$ cat src/design/box_fischer_burmeister_residual_assert.svh
// Assertion macros for the box Fischer-Burmeister residual block.
// Included by the top level; needs clk and rst_n in scope.
`ifndef BOX_FISCHER_BURMEISTER_RESIDUAL_ASSERT_SVH
`define BOX_FISCHER_BURMEISTER_RESIDUAL_ASSERT_SVH

// Implication checked at every clock edge outside reset.
`define BFB_ASSERT_IMPL(label, lhs, rhs) \
    label: assert property (@(posedge clk) disable iff (!rst_n) (lhs) |-> (rhs)) \
        else $error("assertion failed");

// Next-cycle implication checked outside reset.
`define BFB_ASSERT_NEXT(label, lhs, rhs) \
    label: assert property (@(posedge clk) disable iff (!rst_n) (lhs) |=> (rhs)) \
        else $error("assertion failed");

`endif

$ cat src/design/bfb_pkg.sv
// Shared constants and types for the box Fischer-Burmeister residual block.
// No dependencies.
package bfb_pkg;
    localparam int DATA_W      = 32;
    localparam int MAG_W       = 33;  // magnitude of a 33-bit signed difference
    localparam int SQ_W        = 67;  // sum of two squared magnitudes
    localparam int ROOT_W      = 34;  // floor sqrt of SQ_W bits
    localparam int SUM_W       = 37;  // signed residual before clipping
    localparam int FRAC_BITS_D = 16;
endpackage

$ cat src/design/bfb_sqrt.sv
// Pipelined exact integer square root, one result bit per stage.
// Depends on bfb_pkg. Carries a side payload of width SIDE_W.
module bfb_sqrt
    import bfb_pkg::*;
#(
    parameter int SIDE_W = 8
)
(
    input  logic              clk,
    input  logic              rst_n,
    input  logic              en,
    input  logic              in_valid,
    input  logic [SQ_W-1:0]   radicand,
    input  logic [SIDE_W-1:0] side_in,
    output logic              out_valid,
    output logic [ROOT_W-1:0] root,
    output logic [SIDE_W-1:0] side_out
);
    localparam int N = ROOT_W;

    logic              v_reg    [N+1];
    logic [SQ_W-1:0]   rem_reg  [N+1];
    logic [ROOT_W-1:0] q_reg    [N+1];
    logic [SIDE_W-1:0] side_reg [N+1];

    always_comb
    begin
        v_reg[0]    = in_valid;
        rem_reg[0]  = radicand;
        q_reg[0]    = '0;
        side_reg[0] = side_in;
    end

    // Decide one root bit per stage, MSB first (restoring method)
    for (genvar s = 0; s < N; s++)
    begin : g_stage
        localparam int B = N - 1 - s;
        logic [SQ_W+1:0] trial;
        logic [SQ_W+1:0] rem_w;
        always_comb
        begin
            trial = ({{(SQ_W+2-ROOT_W){1'b0}}, q_reg[s]} << (B + 1))
                  | ((SQ_W+2)'(1) << (2 * B));
            rem_w = {2'b00, rem_reg[s]};
        end
        always_ff @(posedge clk or negedge rst_n)
        begin
            if (!rst_n)
                v_reg[s+1] <= 1'b0;
            else if (en)
                v_reg[s+1] <= v_reg[s];
        end
        always_ff @(posedge clk)
        begin
            if (en)
            begin
                side_reg[s+1] <= side_reg[s];
                if (rem_w >= trial)
                begin
                    rem_reg[s+1] <= SQ_W'(rem_w - trial);
                    q_reg[s+1]   <= q_reg[s] | (ROOT_W'(1) << B);
                end
                else
                begin
                    rem_reg[s+1] <= rem_reg[s];
                    q_reg[s+1]   <= q_reg[s];
                end
            end
        end
    end

    assign out_valid = v_reg[N];
    assign root      = q_reg[N];
    assign side_out  = side_reg[N];
endmodule

$ cat config.mk
export PLATFORM = sky130hd
export DESIGN_NAME = bfb_sqrt
export DESIGN_NICKNAME = d
export VERILOG_FILES = /design/src/design/box_fischer_burmeister_residual_assert.svh /design/src/design/bfb_pkg.sv /design/src/design/bfb_sqrt.sv
export SDC_FILE = /design/constraint.sdc
export NUM_CORES = 2
export LEC_CHECK = 0
export BUFFER_PORTS_ARGS = -buffer_cell sky130_fd_sc_hd__buf_2
export CAP_MARGIN = 20
export CORE_AREA = 5 5 573 575
export CTS_CLUSTER_DIAMETER = 50
export CTS_CLUSTER_SIZE = 12
export DETAILED_ROUTE_END_ITERATION = 10
export DIE_AREA = 0 0 578 580
export GPL_ROUTABILITY_DRIVEN = 0
export PLACE_DENSITY = 0.69
export SLEW_MARGIN = 25
export SYNTH_ARGS = -nofsm -noshare
export SYNTH_HDL_FRONTEND = slang
export SYNTH_SLANG_ARGS = --single-unit
$ cat constraint.sdc
create_clock -name clk -period 5.6 [get_ports clk]
set_input_delay 0.56 -clock clk [delete_from_list [all_inputs] [get_ports clk]]
set_output_delay 0.56 -clock clk [all_outputs]
set_load 0.1 [all_outputs]
## Word level (Yosys, flattened, before mapping)

Cells that the tools add are included.

| cells by class | value |
|---|---|
| bitwise logic cells | 0 |
| shift operators | 0 |
| equality and inequality tests | 0 |
| order comparisons | 34 |
| muxes and demuxes | 34 |
| reduce and logical (&&, ||, !) cells | 0 |
| multiply operators | 0 |
| div/mod/pow operators | 0 |
| $add $sub $neg | 33 |

Operators with widths:

| cell | number |
|---|---|
| two-way mux 67 bit | 33 |
| greater-or-equal comparator 67 x 35 -> 1 bit | 1 |
| greater-or-equal comparator 67 x 36 -> 1 bit | 1 |
| greater-or-equal comparator 67 x 37 -> 1 bit | 1 |
| greater-or-equal comparator 67 x 38 -> 1 bit | 1 |
| greater-or-equal comparator 67 x 39 -> 1 bit | 1 |
| greater-or-equal comparator 67 x 40 -> 1 bit | 1 |
| greater-or-equal comparator 67 x 41 -> 1 bit | 1 |
| greater-or-equal comparator 67 x 42 -> 1 bit | 1 |
| greater-or-equal comparator 67 x 43 -> 1 bit | 1 |
| greater-or-equal comparator 67 x 44 -> 1 bit | 1 |
| greater-or-equal comparator 67 x 45 -> 1 bit | 1 |
| greater-or-equal comparator 67 x 46 -> 1 bit | 1 |
| greater-or-equal comparator 67 x 47 -> 1 bit | 1 |
| greater-or-equal comparator 67 x 48 -> 1 bit | 1 |
| greater-or-equal comparator 67 x 49 -> 1 bit | 1 |
| greater-or-equal comparator 67 x 50 -> 1 bit | 1 |
| greater-or-equal comparator 67 x 51 -> 1 bit | 1 |
| greater-or-equal comparator 67 x 52 -> 1 bit | 1 |
| greater-or-equal comparator 67 x 53 -> 1 bit | 1 |
| greater-or-equal comparator 67 x 54 -> 1 bit | 1 |
| greater-or-equal comparator 67 x 55 -> 1 bit | 1 |
| greater-or-equal comparator 67 x 56 -> 1 bit | 1 |
| greater-or-equal comparator 67 x 57 -> 1 bit | 1 |
| 45 further kinds | 45 |

| storage, ports and cells | value |
|---|---|
| memories kept | 0 |
| bits in writable memories | 0 |
| word-level logic and storage cells | 269 |
| bits in latches | 0 |
| output and inout bits | 43 |
| bits in registers | 3673 |
| bits in read-only memories | 0 |
| bits of input ports | 79 |

## Logic depth before layout (Yosys ltp)

| depth | value |
|---|---|
| depth after elaboration | 2 |
| mapped depth | 15 |
| depth with buffers taken out | 13 |

## Worst setup path after synthesis

OpenSTA, ideal clock, no wires.

| timing path | value |
|---|---|
| path kind | flip-flop to flip-flop |
| start | reg rem_reg (netlist bit g_stage[27].rem_w[34]) |
| end | reg rem_reg (netlist bit g_stage[28].rem_w[58]) (data pin) |
| stages on the path, launching flop included | 14 |
| period minus slack after synthesis | 3438 ps |
| buffers on the path | 2 |
| slack | 2162 ps |
| data required time | 5334 ps |
| setup time | 266 ps |
| arrival | 3173 ps |
| cells stage by stage | edfxtp_1 -> ha_1 -> buf_2 -> nand4_1 -> or4_1 -> or4_1 -> o211ai_2 -> nor3b_1 -> o31ai_4 -> o2111ai_2 -> or2_1 -> buf_6 -> nor4_4 -> xor2_1 |

| between the ends | value |
|---|---|
| longest elaborated chain between the ends | 2 |
| elaborated cells between the ends (all ways) | 3 |
| those cells by class | add/sub (1); order compare (1); mux (1) |

Ends and longest elaborated chain:

| element | line | source |
|---|---|---|
| from (decl) | bfb_sqrt.sv:22 | `logic [SQ_W-1:0] rem_reg [N+1];` |
| from (signal, indexed assignment) | bfb_sqrt.sv:60 | `rem_reg[s+1] <= SQ_W'(rem_w - trial);` |
| from (signal, indexed assignment) | bfb_sqrt.sv:65 | `rem_reg[s+1] <= rem_reg[s];` |
| subtractor 67 x 41 -> 67 bit or greater-or-equal comparator 67 x 41 -> 1 bit (tied branches) | bfb_sqrt.sv:60, bfb_sqrt.sv:58 |  |
| two-way mux 67 bit * | bfb_sqrt.sv:58 | `if (rem_w >= trial)` |

Mark *: on every way between the ends. The rest lies on a longest branch, timed or not.
A chain may end at the register's enable or synchronous reset.

## Final worst setup path

| timing path | value |
|---|---|
| start | reg rem_reg (netlist bit g_stage[31].rem_w[6]) |
| end | reg rem_reg (netlist bit g_stage[32].rem_w[60]) (data pin) |

| between the ends | value |
|---|---|
| longest elaborated chain between the ends | 2 |
| elaborated cells between the ends (all ways) | 3 |
| those cells by class | add/sub (1); order compare (1); mux (1) |

Ends and longest elaborated chain:

| element | line |
|---|---|
| subtractor 67 x 37 -> 67 bit or greater-or-equal comparator 67 x 37 -> 1 bit (tied branches) | bfb_sqrt.sv:60, bfb_sqrt.sv:58 |
| two-way mux 67 bit * | bfb_sqrt.sv:58 |

Marked as above.

==> results.ini <==
[sta]
worst_slew_pin_slew_ns=1.24
slew_headroom_pct=17.3
skew_ns=0.111
grt_setup_unrepaired=false
setup_viol=0
hold_viol_final=0
drv_slew=0
min_period_ns=4.72
setup_tns_ns=0
timing.fmax_mhz=212
period_share_pct=84.3

[final_layout]
layout-drive-gt1-share_pct=8.17
multi_input_area_um2=47500
fill_cells=26700
final_area_um2=163000
fin_util_pct=50.4
final-seq-area_um2=93300
largest_reg_flops=2211
syn_to_final_growth_pct=12.4
fin_nets=12200

[global_route]
grt_max_degree=178
grt_antenna_before_repair=7
grt_use_total_pct=19.9
grt_pass1_vias=92000
grt_remaining_overflow=0
grt_pass1_wl_um=529000

[critical_path]
timing.critical_path.to_type=flop
worstPathRequired_ns=6.23
start_kind=flop
critPathArrivalTime_ns=5.35
crit_fanout=8
worstSetupPathType=reg2reg

[pwr]
p_leak_nw=60.6
ir_drop_v=0.000321
powerDensity_nw_per_um2=427

[job]
drv_cap=0

[clock_network]
clk_latency_ns=0.94
root_buffer=clkbuf_16
clock_path_buffers=4
cts_setup_buffers=0
cts_tree=yes
clkSlewWorstSetupHoldPaths_ns=0.06
cts-htree-levels=5
cts_made_buffers=355
cts_resized=0
numClockSinks=3112
holdBufCountCts=77

[route]
vias=91800
route.detailed.drc=0
wirelength_um=345000
first_iter_violations=8156
drt-vias-per-instance=5.72
postRouteAntennaNets=0
firstDrtPassIters=7
wl_per_cell_um=21.5

[worst_hold_path]
hold_class=in2async

[floorplanning]
die_w_um=578
core-area_um2=323000
die_y_um=580
dieArea_um2=335000
ios=122
fp-row-count=209
start_util_pct=44.8

[synthesis]
async_flop_share_pct=1.09
synthDistinctLibCells=97
yosysSeqAreaShare_pct=64.5
synth_top_area_share_pct=63.9
ys_top_cells_by_count=3078 x edfxtp_1, 789 x inv_1, 712 x nor2_1
yosysMostFrequentCell=edfxtp_1
synth-edff-count=3078
yosys.area.top_type=edfxtp_1
syn-cell-area_um2=145000
yosys_warnings=0
synth_seq_cells=3112
ys.flop_type=edfxtp_1
avgSynthCellArea_um2=13.0
netlist_instances=11100
ys_top_cells_by_area=edfxtp_1 64%, ha_1 5.4%, xnor2_1 3.4%
synth_nets=11800

[placement]
dp_hpwl_um=254000
place.port_buffers=121
placedInstanceArea_um2=151000

[run_status]
status=completed

routing by layer:
| layer | up-vias | share of wire (%) | GRT usage (%) | routed length [µm] |
|---|---|---|---|---|
| met5 | - | 0.0081 | 0 | 28 |
| met4 | 4 | 5.6 | 9.89 | 19400 |
| met3 | 997 | 5.9 | 2.99 | 20300 |
| met2 | 3746 | 52 | 36.6 | 179000 |
| met1 | 44500 | 36 | 22.4 | 126000 |
| li1 | 42600 | - | - | - |
power breakdown:
group	switching, mW	internal, mW	total [mW]
Combinational	8.84	6.11	14.9
Clock	9.24	13.0	22.3
Sequential	2.51	29.7	32.2
metrics by stage:
stage	worst slack [ns]	instances	hold WS [ns]	total power, mW
floorplan	2.16	11100	0.264	42.3
global placement	0.494	15400	0.401	46.6
detailed placement	0.453	15400	0.405	47.2
CTS	0.436	16100	0.211	69.6
global route	0.737	16100	0.280	72.5
finish	0.879	16100	0.261	69.4
critical path, cell delays in order, from the launching register on:
cell	delay, ns
edfxtp_1	0.41
ha_1	0.35
nor2b_1	0.16
o31a_1	0.26
o31ai_1	0.66
a21boi_0	0.53
o21ai_0	0.41
a21oi_1	0.13
o21ai_0	0.41
or4b_1	0.66
nor4_1	0.33
xor2_1	0.13
final cells by class:
type                    count  area share [%]
well taps                4325            3.33
inverters                 791            1.83
multi-input cells        6992            29.2
diodes                      9          0.0139
flip-flops and latches   3112            57.4
clock buffers             387            5.65
repair buffers            289            1.43
clock inverters           156            1.15
worst paths after layout:
path	from	endpoint	slack [ns]	depth (start not counted)
worst max-delay path	g_stage[31].rem_w[6]$_DFFE_PP_	g_stage[32].rem_w[60]$_DFFE_PP_	0.88	11
worst max register to register	g_stage[31].rem_w[6]$_DFFE_PP_	g_stage[32].rem_w[60]$_DFFE_PP_	0.88	11
max in group asynchronous	rst_n	v_reg[13]$_DFFE_PN0P_	4.86	2
worst min register to register	g_stage[11].rem_w[35]$_DFFE_PP_	g_stage[12].rem_w[35]$_DFFE_PP_	0.35	0
worst min-delay path	rst_n	v_reg[1]$_DFFE_PN0P_	0.26	2
min in group clk	radicand[8]	g_stage[1].rem_w[8]$_DFFE_PP_	0.34	2
cell usage in the layout (no fill, tap or decap), types with 31 or more instances in the layout:
| master | n |
|---|---|
| edfxtp_1 | 3078 |
| inv_1 | 789 |
| nor2_1 | 711 |
| a21oi_1 | 687 |
| nand2_1 | 667 |
| ha_1 | 625 |
| xnor2_1 | 556 |
| o21ai_0 | 502 |
| xor2_1 | 404 |
| nor4_1 | 370 |
| clkbuf_16 | 362 |
| a21o_1 | 302 |
| nor3_1 | 255 |
| nand3_1 | 201 |
| nand4_1 | 175 |
| mux2_2 | 146 |
| nand2b_1 | 126 |
| buf_2 | 120 |
| or3_1 | 116 |
| o21a_1 | 110 |
| nor2b_1 | 90 |
| dlygate4sd3_1 | 77 |
| or4_1 | 71 |
| buf_4 | 71 |
| o21bai_1 | 62 |
| and3_1 | 59 |
| o31ai_1 | 54 |
| a211oi_1 | 48 |
| nor4b_1 | 48 |
| a31oi_1 | 46 |
| or2_2 | 41 |
| nand3b_1 | 40 |
| and2_1 | 38 |
| dfrtp_1 | 34 |
| and4_1 | 31 |
| o211ai_1 | 31 |
cell families after synthesis:
kind of cell | after synthesis | synth area share, %
and+or+nand+nor | 3150 | 11.3
DFF | 3112 | 64.5
AOI/OAI and AO/OA | 2100 | 9.06
buffers and inverters | 1037 | 2.73
xor gates and xnor gates | 960 | 5.81
adders and majority gates | 625 | 5.41
muxes | 156 | 1.21
other | 1 | 0.00259
(Power assumes the default switching activity.)
